===== config.mk =====
export PLATFORM = sky130hd
export DESIGN_NAME = fll_cross_dot_discriminator_loop_top
export DESIGN_NICKNAME = d
export VERILOG_FILES = /design/src/hw/rtl/fll_pkg.sv /design/src/hw/rtl/fll_cross_dot_discriminator_loop_top.sv
export SDC_FILE = /design/constraint.sdc
export NUM_CORES = 2
export LEC_CHECK = 0
export BUFFER_PORTS_ARGS = -buffer_cell sky130_fd_sc_hd__buf_2
export CAP_MARGIN = 20
export CORE_ASPECT_RATIO = 1.25
export CORE_MARGIN = 1.5
export CORE_UTILIZATION = 50
export DETAILED_ROUTE_END_ITERATION = 7
export HOLD_SLACK_MARGIN = 0.12
export MAX_ROUTING_LAYER = met4
export PLACE_DENSITY = 0.66
export SLEW_MARGIN = 30
export SYNTH_ARGS = -nofsm -noshare
export SYNTH_HDL_FRONTEND = slang
export SYNTH_SLANG_ARGS = --single-unit

===== constraint.sdc =====
create_clock -name clock -period 18.5 [get_ports clock]
set_input_delay 0.925 -clock clock [delete_from_list [all_inputs] [get_ports clock]]
set_output_delay 0.925 -clock clock [all_outputs]
set_load 0.05 [all_outputs]

===== src/hw/rtl/fll_pkg.sv =====
`timescale 1ns / 1ps
// ----------------------------------------------------------------------------
// FLL package
// Types and constants shared by the frequency-lock loop.
// ----------------------------------------------------------------------------
package fll_pkg;

   typedef enum logic [1:0] {
      MODE_SAMPLE = 2'd0,
      MODE_UPDATE = 2'd1,
      MODE_ADJUST = 2'd2,
      MODE_INIT   = 2'd3
   } mode_type;

   typedef enum logic [1:0] {
      CSR_DISCR_SCALE = 2'd0,
      CSR_GAIN_PROP   = 2'd1,
      CSR_GAIN_ACC    = 2'd2,
      CSR_LOOP_PERIOD = 2'd3
   } csr_index_type;

   typedef enum logic [3:0] {
      ST_IDLE,
      ST_PROD,      // serial products for cross / dot
      ST_CPRE,      // quadrant pre-rotation
      ST_CORDIC,
      ST_ACCUM,
      ST_ERR,       // sum * scale serial multiply
      ST_ACC,       // gain_acc * err
      ST_PROP,      // gain_prop * err
      ST_FREQ,      // (accel + prop) * period
      ST_WRAP,
      ST_OUT
   } state_type;

   localparam logic [15:0] LAST_I_RESET = 16'sd32767;
   localparam logic signed [63:0] S32_MAX = 64'sd2147483647;
   localparam logic signed [63:0] S32_MIN = -64'sd2147483648;

   function automatic logic [22:0] atan_entry(input logic [4:0] k);
      logic [22:0] r;
      case (k)
         5'd0:  r = 23'd2097152;
         5'd1:  r = 23'd1238021;
         5'd2:  r = 23'd654136;
         5'd3:  r = 23'd332050;
         5'd4:  r = 23'd166669;
         5'd5:  r = 23'd83416;
         5'd6:  r = 23'd41718;
         5'd7:  r = 23'd20860;
         5'd8:  r = 23'd10430;
         5'd9:  r = 23'd5215;
         5'd10: r = 23'd2608;
         5'd11: r = 23'd1304;
         5'd12: r = 23'd652;
         5'd13: r = 23'd326;
         5'd14: r = 23'd163;
         5'd15: r = 23'd81;
         5'd16: r = 23'd41;
         5'd17: r = 23'd20;
         5'd18: r = 23'd10;
         5'd19: r = 23'd5;
         5'd20: r = 23'd3;
         5'd21: r = 23'd1;
         5'd22: r = 23'd1;
         default: r = 23'd0;
      endcase
      return r;
   endfunction

endpackage


===== src/hw/rtl/fll_cross_dot_discriminator_loop_top.sv =====
`timescale 1ns / 1ps
// ----------------------------------------------------------------------------
// FLL with cross/dot discriminator
// Second-order frequency-lock loop, atan2 discriminator by serial CORDIC.
// ----------------------------------------------------------------------------
// One item at a time; the input is ready only in the idle state. After the
// accepting edge a sample item with accumulate set runs the shift-add
// products, one pre-rotation step, the CORDIC iterations and then the
// accumulate, wrap and output states; a loop update runs four bit-serial
// multiplies and then the wrap and output states; a sample without accumulate
// runs accumulate, wrap and output, and an adjust or initialize runs wrap and
// output. The input is ready again once the output state hands off the
// result. Products and multiplies use the shift-add multiplier, and the CORDIC
// uses a single stage. The result register takes the result and frees the
// input side at once; the block waits only while an earlier result is still
// unclaimed.
module fll_cross_dot_discriminator_loop_top #(
   parameter int CORDIC_STEPS = 16
) (
   input  logic        clock,
   input  logic        reset,
   input  logic        req_tvalid,
   output logic        req_tready,
   // mode[1:0], i_sample[17:2], q_sample[33:18], accumulate[34],
   // half_quadrant[35], freq_value[67:36], accel_value[99:68], zero[103:100]
   input  logic [103:0] req_tdata,
   output logic        rsp_tvalid,
   input  logic        rsp_tready,
   // carrier_freq[31:0], carrier_accel[63:32]
   output logic [63:0] rsp_tdata,
   input  logic        csr_we,
   input  logic [1:0]  csr_index,
   input  logic [31:0] csr_wdata
);

   localparam int KW = (CORDIC_STEPS > 23) ? 5 : $clog2(CORDIC_STEPS + 1);

   fll_pkg::state_type state_ff, state_in;

   logic [23:0] discr_scale_ff;
   logic signed [31:0] gain_prop_ff, gain_acc_ff;
   logic [23:0] loop_period_ff;

   logic signed [15:0] last_i_ff, last_i_in, last_q_ff, last_q_in;
   logic signed [23:0] angle_sum_ff, angle_sum_in;
   logic signed [31:0] accel_ff, accel_in, freq_ff, freq_in;

   logic [1:0]  mode_ff, mode_in;
   logic signed [15:0] iv_ff, iv_in, qv_ff, qv_in;
   logic acc_ff, acc_in, halfq_ff, halfq_in;
   logic signed [31:0] fval_ff, fval_in, aval_ff, aval_in;

   // shift-add multiplier: product += mcand << bit when multiplier bit set
   logic signed [63:0] prod_ff, prod_in;
   logic signed [63:0] mcand_ff, mcand_in;
   logic [31:0] mplr_ff, mplr_in;
   logic [5:0]  cnt_ff, cnt_in;
   logic signed [63:0] prop_ff, prop_in;

   // cross/dot: four 16x16 products in parallel, 16 bit steps
   logic signed [33:0] cross_ff, cross_in, dot_ff, dot_in;

   logic signed [35:0] x_ff, x_in, y_ff, y_in;
   logic signed [25:0] z_ff, z_in;
   logic [KW-1:0] k_ff, k_in;

   logic signed [63:0] rsum;
   logic signed [31:0] out_f_ff, out_f_in, out_a_ff, out_a_in;
   logic rsp_valid_ff, rsp_valid_in;

   function automatic logic signed [63:0] sat32(input logic signed [63:0] v);
      if (v > fll_pkg::S32_MAX) return fll_pkg::S32_MAX;
      if (v < fll_pkg::S32_MIN) return fll_pkg::S32_MIN;
      return v;
   endfunction

   always_ff @(posedge clock) begin
      if (reset) begin
         discr_scale_ff <= '0;
         gain_prop_ff   <= '0;
         gain_acc_ff    <= '0;
         loop_period_ff <= '0;
      end else if (csr_we) begin
         unique case (fll_pkg::csr_index_type'(csr_index))
            fll_pkg::CSR_DISCR_SCALE: discr_scale_ff <= csr_wdata[23:0];
            fll_pkg::CSR_GAIN_PROP:   gain_prop_ff   <= csr_wdata;
            fll_pkg::CSR_GAIN_ACC:    gain_acc_ff    <= csr_wdata;
            fll_pkg::CSR_LOOP_PERIOD: loop_period_ff <= csr_wdata[23:0];
            default: ;
         endcase
      end
   end

   always_ff @(posedge clock) begin
      if (reset) begin
         state_ff     <= fll_pkg::ST_IDLE;
         last_i_ff    <= fll_pkg::LAST_I_RESET;
         last_q_ff    <= '0;
         angle_sum_ff <= '0;
         accel_ff     <= '0;
         freq_ff      <= '0;
         rsp_valid_ff <= 1'b0;
      end else begin
         state_ff     <= state_in;
         last_i_ff    <= last_i_in;
         last_q_ff    <= last_q_in;
         angle_sum_ff <= angle_sum_in;
         accel_ff     <= accel_in;
         freq_ff      <= freq_in;
         rsp_valid_ff <= rsp_valid_in;
      end
   end

   always_ff @(posedge clock) begin
      mode_ff  <= mode_in;
      iv_ff    <= iv_in;
      qv_ff    <= qv_in;
      acc_ff   <= acc_in;
      halfq_ff <= halfq_in;
      fval_ff  <= fval_in;
      aval_ff  <= aval_in;
      prod_ff  <= prod_in;
      mcand_ff <= mcand_in;
      mplr_ff  <= mplr_in;
      cnt_ff   <= cnt_in;
      prop_ff  <= prop_in;
      cross_ff <= cross_in;
      dot_ff   <= dot_in;
      x_ff     <= x_in;
      y_ff     <= y_in;
      z_ff     <= z_in;
      k_ff     <= k_in;
      out_f_ff <= out_f_in;
      out_a_ff <= out_a_in;
   end

   assign req_tready = (state_ff == fll_pkg::ST_IDLE);
   assign rsp_tvalid = rsp_valid_ff;
   assign rsp_tdata  = {out_a_ff, out_f_ff};

   always_comb begin
      logic signed [63:0] t;
      logic signed [35:0] xs, ys;
      logic signed [25:0] zr;
      logic signed [15:0] a;
      logic signed [24:0] s;
      logic signed [33:0] pc, pd;
      state_in     = state_ff;
      last_i_in    = last_i_ff;
      last_q_in    = last_q_ff;
      angle_sum_in = angle_sum_ff;
      accel_in     = accel_ff;
      freq_in      = freq_ff;
      mode_in      = mode_ff;
      iv_in        = iv_ff;
      qv_in        = qv_ff;
      acc_in       = acc_ff;
      halfq_in     = halfq_ff;
      fval_in      = fval_ff;
      aval_in      = aval_ff;
      prod_in      = prod_ff;
      mcand_in     = mcand_ff;
      mplr_in      = mplr_ff;
      cnt_in       = cnt_ff;
      prop_in      = prop_ff;
      cross_in     = cross_ff;
      dot_in       = dot_ff;
      x_in         = x_ff;
      y_in         = y_ff;
      z_in         = z_ff;
      k_in         = k_ff;
      out_f_in     = out_f_ff;
      out_a_in     = out_a_ff;
      rsp_valid_in = rsp_valid_ff;
      rsum         = '0;
      t = '0; xs = '0; ys = '0; zr = '0; a = '0; s = '0; pc = '0; pd = '0;

      if (rsp_valid_ff && rsp_tready) rsp_valid_in = 1'b0;

      unique case (state_ff)
         fll_pkg::ST_IDLE: begin
            if (req_tvalid) begin
               mode_in  = req_tdata[1:0];
               iv_in    = req_tdata[17:2];
               qv_in    = req_tdata[33:18];
               acc_in   = req_tdata[34];
               halfq_in = req_tdata[35];
               fval_in  = req_tdata[67:36];
               aval_in  = req_tdata[99:68];
               cross_in = '0;
               dot_in   = '0;
               cnt_in   = '0;
               unique case (fll_pkg::mode_type'(req_tdata[1:0]))
                  fll_pkg::MODE_SAMPLE:
                     state_in = req_tdata[34] ? fll_pkg::ST_PROD : fll_pkg::ST_ACCUM;
                  fll_pkg::MODE_UPDATE: begin
                     prod_in  = '0;
                     mcand_in = 64'(angle_sum_ff);
                     mplr_in  = {8'd0, discr_scale_ff};
                     state_in = fll_pkg::ST_ERR;
                  end
                  default: state_in = fll_pkg::ST_WRAP;
               endcase
            end
         end
         fll_pkg::ST_PROD: begin
            // bit cnt of multipliers i (and q); last bit is sign (negative weight)
            pc = 34'(last_i_ff) <<< cnt_ff[3:0];
            pd = 34'(last_q_ff) <<< cnt_ff[3:0];
            if (cnt_ff[3:0] == 4'd15) begin
               pc = -pc;
               pd = -pd;
            end
            // cross = last_i*q - last_q*i ; dot = last_i*i + last_q*q
            if (qv_ff[cnt_ff[3:0]]) begin
               cross_in = cross_in + pc;
               dot_in   = dot_in + pd;
            end
            if (iv_ff[cnt_ff[3:0]]) begin
               cross_in = cross_in - pd;
               dot_in   = dot_in + pc;
            end
            cnt_in = cnt_ff + 6'd1;
            if (cnt_ff[3:0] == 4'd15) state_in = fll_pkg::ST_CPRE;
         end
         fll_pkg::ST_CPRE: begin
            k_in = '0;
            if (dot_ff < 0) begin
               if (cross_ff >= 0) begin
                  x_in = 36'(cross_ff); y_in = -36'(dot_ff); z_in = 26'sd4194304;
               end else begin
                  x_in = -36'(cross_ff); y_in = 36'(dot_ff); z_in = -26'sd4194304;
               end
            end else begin
               x_in = 36'(dot_ff); y_in = 36'(cross_ff); z_in = '0;
            end
            state_in = fll_pkg::ST_CORDIC;
         end
         fll_pkg::ST_CORDIC: begin
            if (k_ff == KW'(CORDIC_STEPS)) begin
               state_in = fll_pkg::ST_ACCUM;
            end else begin
               xs = x_ff >>> k_ff;
               ys = y_ff >>> k_ff;
               if (y_ff >= 0) begin
                  x_in = x_ff + ys; y_in = y_ff - xs;
                  z_in = z_ff + 26'(fll_pkg::atan_entry(5'(k_ff)));
               end else begin
                  x_in = x_ff - ys; y_in = y_ff + xs;
                  z_in = z_ff - 26'(fll_pkg::atan_entry(5'(k_ff)));
               end
               k_in = k_ff + KW'(1);
            end
         end
         fll_pkg::ST_ACCUM: begin
            if (acc_ff) begin
               if (cross_ff == 0 && dot_ff == 0) begin
                  a = '0;
               end else begin
                  zr = (z_ff + 26'sd128) >>> 8;
                  if (zr > 26'sd32768) zr = 26'sd32768;
                  if (zr < -26'sd32768) zr = -26'sd32768;
                  // 32768 fits only after fold or as a 17 bit value
                  if (halfq_ff && (zr > 26'sd16384 || zr < -26'sd16384))
                     zr = (zr > 0) ? zr - 26'sd32768 : zr + 26'sd32768;
                  s = 25'(angle_sum_ff) + 25'(zr);
                  a = 16'sd0;
               end
               if (!(cross_ff == 0 && dot_ff == 0)) begin
                  if (s > 25'sd8388607) s = 25'sd8388607;
                  if (s < -25'sd8388608) s = -25'sd8388608;
                  angle_sum_in = 24'(s);
               end else begin
                  angle_sum_in = angle_sum_ff + 24'(a);
               end
            end
            last_i_in = iv_ff;
            last_q_in = qv_ff;
            state_in  = fll_pkg::ST_WRAP;
         end
         fll_pkg::ST_ERR, fll_pkg::ST_ACC, fll_pkg::ST_PROP, fll_pkg::ST_FREQ: begin
            if (mplr_ff[cnt_ff[4:0]])
               prod_in = prod_ff + (mcand_ff <<< cnt_ff[4:0]);
            cnt_in = cnt_ff + 6'd1;
            if (cnt_ff == 6'd31) begin
               cnt_in = '0;
               t = prod_in;
               prod_in = '0;
               unique case (state_ff)
                  fll_pkg::ST_ERR: begin
                     angle_sum_in = '0;
                     t = sat32((t + 64'sd32768) >>> 16);
                     prop_in  = t;
                     mcand_in = 64'(gain_acc_ff);
                     mplr_in  = t[31:0];
                     state_in = fll_pkg::ST_ACC;
                  end
                  fll_pkg::ST_ACC: begin
                     // signed multiplier: subtract mcand << 32 when sign set
                     if (mplr_ff[31]) t = t - (mcand_ff <<< 32);
                     t = sat32(64'(accel_ff) + ((t + 64'sd32768) >>> 16));
                     accel_in = t[31:0];
                     mcand_in = 64'(gain_prop_ff);
                     state_in = fll_pkg::ST_PROP;
                  end
                  fll_pkg::ST_PROP: begin
                     if (mplr_ff[31]) t = t - (mcand_ff <<< 32);
                     t = 64'(accel_ff) + ((t + 64'sd32768) >>> 16);
                     mcand_in = t;
                     mplr_in  = {8'd0, loop_period_ff};
                     state_in = fll_pkg::ST_FREQ;
                  end
                  default: begin
                     t = sat32(64'(freq_ff) + ((t + 64'sd8388608) >>> 24));
                     freq_in  = t[31:0];
                     state_in = fll_pkg::ST_WRAP;
                  end
               endcase
            end
         end
         fll_pkg::ST_WRAP: begin
            unique case (fll_pkg::mode_type'(mode_ff))
               fll_pkg::MODE_ADJUST: begin
                  rsum = sat32(64'(freq_ff) + 64'(fval_ff));
                  freq_in = rsum[31:0];
               end
               fll_pkg::MODE_INIT: begin
                  freq_in      = fval_ff;
                  accel_in     = aval_ff;
                  angle_sum_in = '0;
                  last_i_in    = fll_pkg::LAST_I_RESET;
                  last_q_in    = '0;
               end
               default: ;
            endcase
            state_in = fll_pkg::ST_OUT;
         end
         fll_pkg::ST_OUT: begin
            if (!rsp_valid_ff || rsp_tready) begin
               out_f_in     = freq_ff;
               out_a_in     = accel_ff;
               rsp_valid_in = 1'b1;
               state_in     = fll_pkg::ST_IDLE;
            end
         end
         default: state_in = fll_pkg::ST_IDLE;
      endcase
   end

   a_no_accept_busy: assert property (@(posedge clock) disable iff (reset)
      (state_ff != fll_pkg::ST_IDLE) |-> !req_tready)
      else $error("input accepted while busy");
   a_out_from_idle: assert property (@(posedge clock) disable iff (reset)
      (state_ff == fll_pkg::ST_OUT && state_in == fll_pkg::ST_IDLE) |=> rsp_tvalid)
      else $error("result lost");
   a_hold: assert property (@(posedge clock) disable iff (reset)
      (rsp_tvalid && !rsp_tready) |=> $stable(rsp_tdata))
      else $error("result changed while stalled");

endmodule


# Word level (Yosys, flattened, before mapping)
# Memory sizes are Yosys's and may differ from the RTL's. A register that Yosys moved wholly into a read port is not among the register bits.
# Cells that the tools add are included.
[op_classes]
n_addsub = 31
n_lt_le_gt_ge = 20
eq_ne = 34
shifts = 5
n_mux = 173
n_reduce_logical = 37
[ops]
columns = ["cell", "n"]
rows = [
  ["2-to-1 mux 64 bit", 15],
  ["2-to-1 mux 32 bit", 24],
  ["2-to-1 mux 34 bit", 11],
  ["case mux 32 bit (2 select lines)", 5],
  ["2-to-1 mux 26 bit", 12],
  ["2-to-1 mux 25 bit", 12],
  ["2-to-1 mux 36 bit", 8],
  ["case mux 64 bit (2 select lines)", 2],
  ["adder 64 x 17 -> 64 bit (second input constant)", 3],
  ["case mux 64 bit (3 select lines)", 1],
  ["2-to-1 mux 24 bit", 6],
  ["case mux 36 bit (2 select lines)", 2],
  ["2-to-1 mux 23 bit", 6],
  ["case mux 34 bit (2 select lines)", 2],
  ["adder 34 bit", 3],
  ["adder 32 x 48 -> 49 bit", 2],
  ["adder 36 bit", 2],
  ["negation 34 -> 36 bit", 2],
  ["case mux 24 bit (3 select lines)", 1],
  [">>> shifter 36 x 5 -> 36 bit", 2],
  ["subtractor 36 bit", 2],
  ["logical NOT 34 bit", 2],
  ["negation 34 bit", 2],
  ["<<< shifter 16 x 4 -> 34 bit", 2],
  ["other kinds (77)", 171],
]
[totals]
reg_bits = 738
rom_bits = 1408
in_bits = 143
out_inout_bits = 66
word_cells = 332
mem_count = 2
[memory_table]
columns = ["name", "depth", "width", "read_ports", "rd_clocked_by_memory_dff", "write_ports", "line_no", "source"]
rows = [
  ["(no name shown)", 32, 22, 1, 1, 0, "fll_pkg.sv:42", "case (k)"],
  ["(no name shown)", 32, 22, 1, 1, 0, "fll_pkg.sv:42", ""],
]

# Logic depth before layout (Yosys ltp)
[depth]
ltp_word = 32
depth_mapped = 61
depth_no_buf = 49

# Worst setup path after synthesis
# No wires, ideal clock.
[synth_timing]
path_kind = "register -> register"
startpoint = "reg cnt_ff[0]"
endpoint = "reg accel_ff[28]"
setup_ns = 0.121
arrival_ns = 12.352
required_time_ns = 18.379
setup_slack_ns = 6.027
stages_incl_launch_ff = 50
path_buffers = 10
synth_period_minus_slack_ns = 12.473
path_cell_list = "edfxtp_1 -> buf_4 -> buf_2 -> buf_2 -> buf_2 -> buf_2 -> buf_2 -> clkbuf_1 -> clkbuf_1 -> clkbuf_1 -> mux2i_1 -> a21oi_1 -> mux2i_1 -> mux2i_1 -> and2_1 -> ha_1 -> a21oi_1 -> o21ai_1 -> (+14 left out) -> mux2i_1 -> or4_1 -> nor3_1 -> xnor2_1 -> ha_1 -> a21o_1 -> or3_1 -> nor3_1 -> nor2_1 -> xor2_1 -> or4_1 -> or4_1 -> or4_1 -> nor4_1 -> nand4b_1 -> clkbuf_1 -> a221oi_1 -> o21ai_1"
[synth_via]
elab_chain_len = 22
elab_cells_between_ends = 33
cone_classes = "add/sub (4); order compare (2); eq/ne (2); shift (1); mux (23); reduce/logical (1)"
[synth_rtl]
columns = ["item", "line_no", "source"]
rows = [
  ["from (decl)", "fll_cross_dot_discriminator_loop_top.sv:57", "logic [5:0] cnt_ff, cnt_in;"],
  ["from (signal assigned)", "fll_cross_dot_discriminator_loop_top.sv:125", "cnt_ff <= cnt_in;"],
  ["<<< shifter 64 x 5 -> 64 bit or binary-select mux 1 bit (select 5 bit) (tied branches)", "fll_cross_dot_discriminator_loop_top.sv:283, fll_cross_dot_discriminator_loop_top.sv:282", ""],
  ["adder 64 bit or 2-to-1 mux 1 bit (tied branches)", "fll_cross_dot_discriminator_loop_top.sv:283, fll_cross_dot_discriminator_loop_top.sv:282", ""],
  ["2-to-1 mux 64 bit", "fll_cross_dot_discriminator_loop_top.sv:282", "if (mplr_ff[cnt_ff[4:0]])"],
  ["2-to-1 mux 64 bit", "fll_cross_dot_discriminator_loop_top.sv:180", "unique case (state_ff)"],
  ["subtractor 64 bit", "fll_cross_dot_discriminator_loop_top.sv:300", "if (mplr_ff[31]) t = t - (mcand_ff <<< 32);"],
  ["2-to-1 mux 64 bit", "fll_cross_dot_discriminator_loop_top.sv:300", ""],
  ["2-to-1 mux 64 bit", "fll_cross_dot_discriminator_loop_top.sv:289", "unique case (state_ff)"],
  ["2-to-1 mux 64 bit", "fll_cross_dot_discriminator_loop_top.sv:285", "if (cnt_ff == 6'd31) begin"],
  ["(+6 left out)", "n/a", ""],
  ["2-to-1 mux 1 bit", "fll_cross_dot_discriminator_loop_top.sv:289", ""],
  ["2-to-1 mux 1 bit", "fll_cross_dot_discriminator_loop_top.sv:285", ""],
  ["2-to-1 mux 1 bit", "fll_cross_dot_discriminator_loop_top.sv:180", ""],
  ["2-to-1 mux 32 bit", "fll_cross_dot_discriminator_loop_top.sv:74", "return v;"],
  ["2-to-1 mux 32 bit", "fll_cross_dot_discriminator_loop_top.sv:73", "if (v < fll_pkg::S32_MIN) return fll_pkg::S32_MIN;"],
  ["2-to-1 mux 32 bit", "fll_cross_dot_discriminator_loop_top.sv:289", ""],
  ["2-to-1 mux 32 bit", "fll_cross_dot_discriminator_loop_top.sv:285", ""],
  ["case mux 32 bit (2 select lines)", "fll_cross_dot_discriminator_loop_top.sv:180", ""],
  ["to (signal assigned)", "fll_cross_dot_discriminator_loop_top.sv:108", "accel_ff <= accel_in;"],
  ["to (decl)", "fll_cross_dot_discriminator_loop_top.sv:46", "logic signed [31:0] accel_ff, accel_in, freq_ff, freq_in;"],
]
# Several ways; a longest one is shown, not always the timed one. The select of a mux whose other input is x is not followed.
# A chain may end at the register's enable or synchronous reset.

# Worst setup path after layout
[layout_timing]
startpoint = "reg cnt_ff[0]"
endpoint = "reg accel_ff[23]"
# The elaborated chain is that of the path after synthesis.

==> results.yml <==
placement:
  gp_congestion: 1.016
  hpwl_mm: 206.9
  port-buffer-count: 204
detailed_routing:
  top_layer: "met4"
  route.met3.wl_mm: 17.52
  wl_mm: 267.7
  dr.pass1.iters: 6
  drc: 0
  route.met2.wl_mm: 126.6
  met1_length_mm: 99.91
  vias: 67980
  drt.antenna.violating_nets: 0
  dr.first_iter.drc_count: 6309
  vias_per_cell: 6.436
  routedWlPerCell_microns: 25.34
setup_path:
  cp_max_fo: 57
  critPathKind: "flip-flop to flip-flop"
  cp.required_ns: 19.14
  crit_family: "simple AND/OR/NAND/NOR gates"
  start_kind: "flip-flop"
  regToRegEndpoint: "accel_ff[23]$_SDFFE_PP0P_"
  r2r_slack_ns: 5.31
  r2r-start: "cnt_ff[0]$_DFFE_PP_"
  critical-path-max-stage-delay_ns: 0.64
  arrival_ns: 13.83
  end_kind: "flip-flop"
  cp_common_cell: "o21ai_0"
  path_buf_inv: 4
  crit_slowest_cell: "o31ai_1"
  rr_worst_depth: 45
clock_tree:
  cts_tree: "built"
  htreeDepth: 3
  cts_inserted_buffers: 86
  clk_pin_slew_ns: 0.07
  clk_path_buf_depth: 3
  post_cts_resized: 0
  ctsHoldBuffers: 0
  root_buffer: "clkbuf_16"
  post_cts.repair.setup_buffers: 0
  cts_sinks: 745
  clock_latency_ns: 0.76
grt:
  grt_pass1_vias: 64420
  overflow: 0
  grt_start_max_net_pins: 97
  gr-usage-all-layers_pct: 36.93
  antenna_found_initial: 32
  grt_pass1_wl_mm: 397.8
finish:
  fin_nets: 9236
  finish.utilization_pct: 54.69
  drive_above_1_share_pct: 10.47
  area_growth_pct: 8.325
min_path:
  hp-start: "req_tdata[91]"
  hold_depth: 1
  holdCritPathClass: "input pin to flip-flop"
  hold_end: "aval_ff[23]$_DFFE_PP_"
floorplanning:
  die_h_microns: 425.5
  fp.coreArea_sq_um: 141400
  initial_core_util_pct: 50.49
  num_io_pins: 209
  die_w_microns: 341.0
  rows: 154
  fp.dieArea_sq_um: 145100
yosys:
  synth.distinct_cells: 111
  syn_area_per_cell_sq_um: 8.272
  synth_largest_area_cell: "edfxtp_1"
  ys_ff_latch: 745
  yosysWarnings: 0
  synth_area_leaders: "edfxtp_1, ha_1, dfxtp_1"
  ys_async_sr_fraction_pct: 0
  synth-edff-count: 486
  yosysTopAreaCellShare_pct: 20.44
  yosysSeqAreaShare_pct: 27.70
  synthesis.nets: 9281
  synth_common_cells: "nand2_1, a21oi_1, nor2_1"
  synthesis.area_sq_um: 71410
  yosysMostFrequentCell: "nand2_1"
  synthCells: 8633
  synth_flop_cell: "edfxtp_1"
flow_run:
  drv_cap: 0
sta:
  max_freq_mhz: 75.84
  worst_pin_slew_ns: 1.085
  min_period_ns: 13.19
  setup_tns_ns: 0
  setup_violations: 0
  rsz0062_at_grt: "false"
  timing.slew.headroom_pct: 27.43
  skew_ns: 0.08057
  hold_viol: 0
  final_max_slew_viol_count: 0
  fin_crit_sh_pct: 71.28
run_status:
  outcome: "completed"
==> sequential cells by signal (all words and copies together) (netlist names), 6 cells and up, named ones only <==
register / flops
mcand_ff: 49
prod_ff: 64
gain_prop_ff: 32
freq_ff: 32
y_ff: 36
aval_ff: 32
mplr_ff: 32
cnt_ff: 6
last_i_ff: 16
out_a_ff: 32
qv_ff: 16
discr_scale_ff: 24
accel_ff: 32
z_ff: 26
gain_acc_ff: 32
fval_ff: 32
angle_sum_ff: 24
loop_period_ff: 24
out_f_ff: 32
iv_ff: 16
dot_ff: 34
x_ff: 36
cross_ff: 34
last_q_ff: 16
==> metrics by stage <==
stage | area, sq um | hold slack (ns) | instances | setup WS (ns)
finish | 77350 | 0.3364 | 10560 | 5.314
global route | 77310 | 0.3135 | 10550 | 4.545
CTS | 77230 | 0.2967 | 10530 | 5.315
detailed placement | 74020 | 0.4463 | 10370 | 5.379
global placement | 73960 | 0.4408 | 10370 | 5.467
floorplan | 71410 | 0.4360 | 8633 | 6.027
==> how the worst max path moves through the flow <==
stage | startpoint | depth (start not counted) | to | slack (ns)
3_5_place_dp | cnt_ff[0]$_DFFE_PP_ | 48 | accel_ff[23]$_SDFFE_PP0P_ | 5.38
3_3_place_gp | cnt_ff[0]$_DFFE_PP_ | 45 | accel_ff[28]$_SDFFE_PP0P_ | 5.47
4_1_cts | cnt_ff[0]$_DFFE_PP_ | 48 | accel_ff[23]$_SDFFE_PP0P_ | 5.32
2_1_floorplan | cnt_ff[0]$_DFFE_PP_ | 49 | accel_ff[28]$_SDFFE_PP0P_ | 6.03
6_report | cnt_ff[0]$_DFFE_PP_ | 45 | accel_ff[23]$_SDFFE_PP0P_ | 5.31
5_1_grt | cnt_ff[0]$_DFFE_PP_ | 48 | accel_ff[28]$_SDFFE_PP0P_ | 4.54
==> layout by cell type, fill, tap and decap left out, types with 217 or more instances in the layout <==
cell type,instances
a21oi_1,810
ha_1,492
inv_1,272
nor2_1,741
nand2_1,1150
o21ai_0,475
xor2_1,217
edfxtp_1,486
xnor2_1,431
dfxtp_1,259
==> routing by layer <==
metal / up-vias / GRT usage (%)
li1: 31850 / -
met1: 32580 / 41.10
met2: 2769 / 60.63
met3: 787 / 4.814
met4: 0 / 27.53
met5: - / -
==> area by class of cell <==
class | count | area [sq um]
Fill cell | 13280 | 64080
Multi-Input combinational cell | 7156 | 48990
Sequential cell | 745 | 19780
Clock buffer | 108 | 2432
Tap cell | 1872 | 2342
Timing Repair Buffer | 314 | 1891
Inverter | 285 | 1072
Clock inverter | 53 | 772.0
Antenna cell | 29 | 72.57
==> cells by family after synthesis <==
family          after synthesis  share of synthesized area [%]
simple gates               3057                          19.94
compound gates             2515                          22.37
flops                       745                          27.70
buf+inv                     732                          3.981
xor+xnor                    650                          8.002
fa+ha+maj                   505                          8.985
mux                         429                          9.025
Power is not shown: default switching activity piles up to over one toggle a cycle in this logic, so the estimate is an artifact.
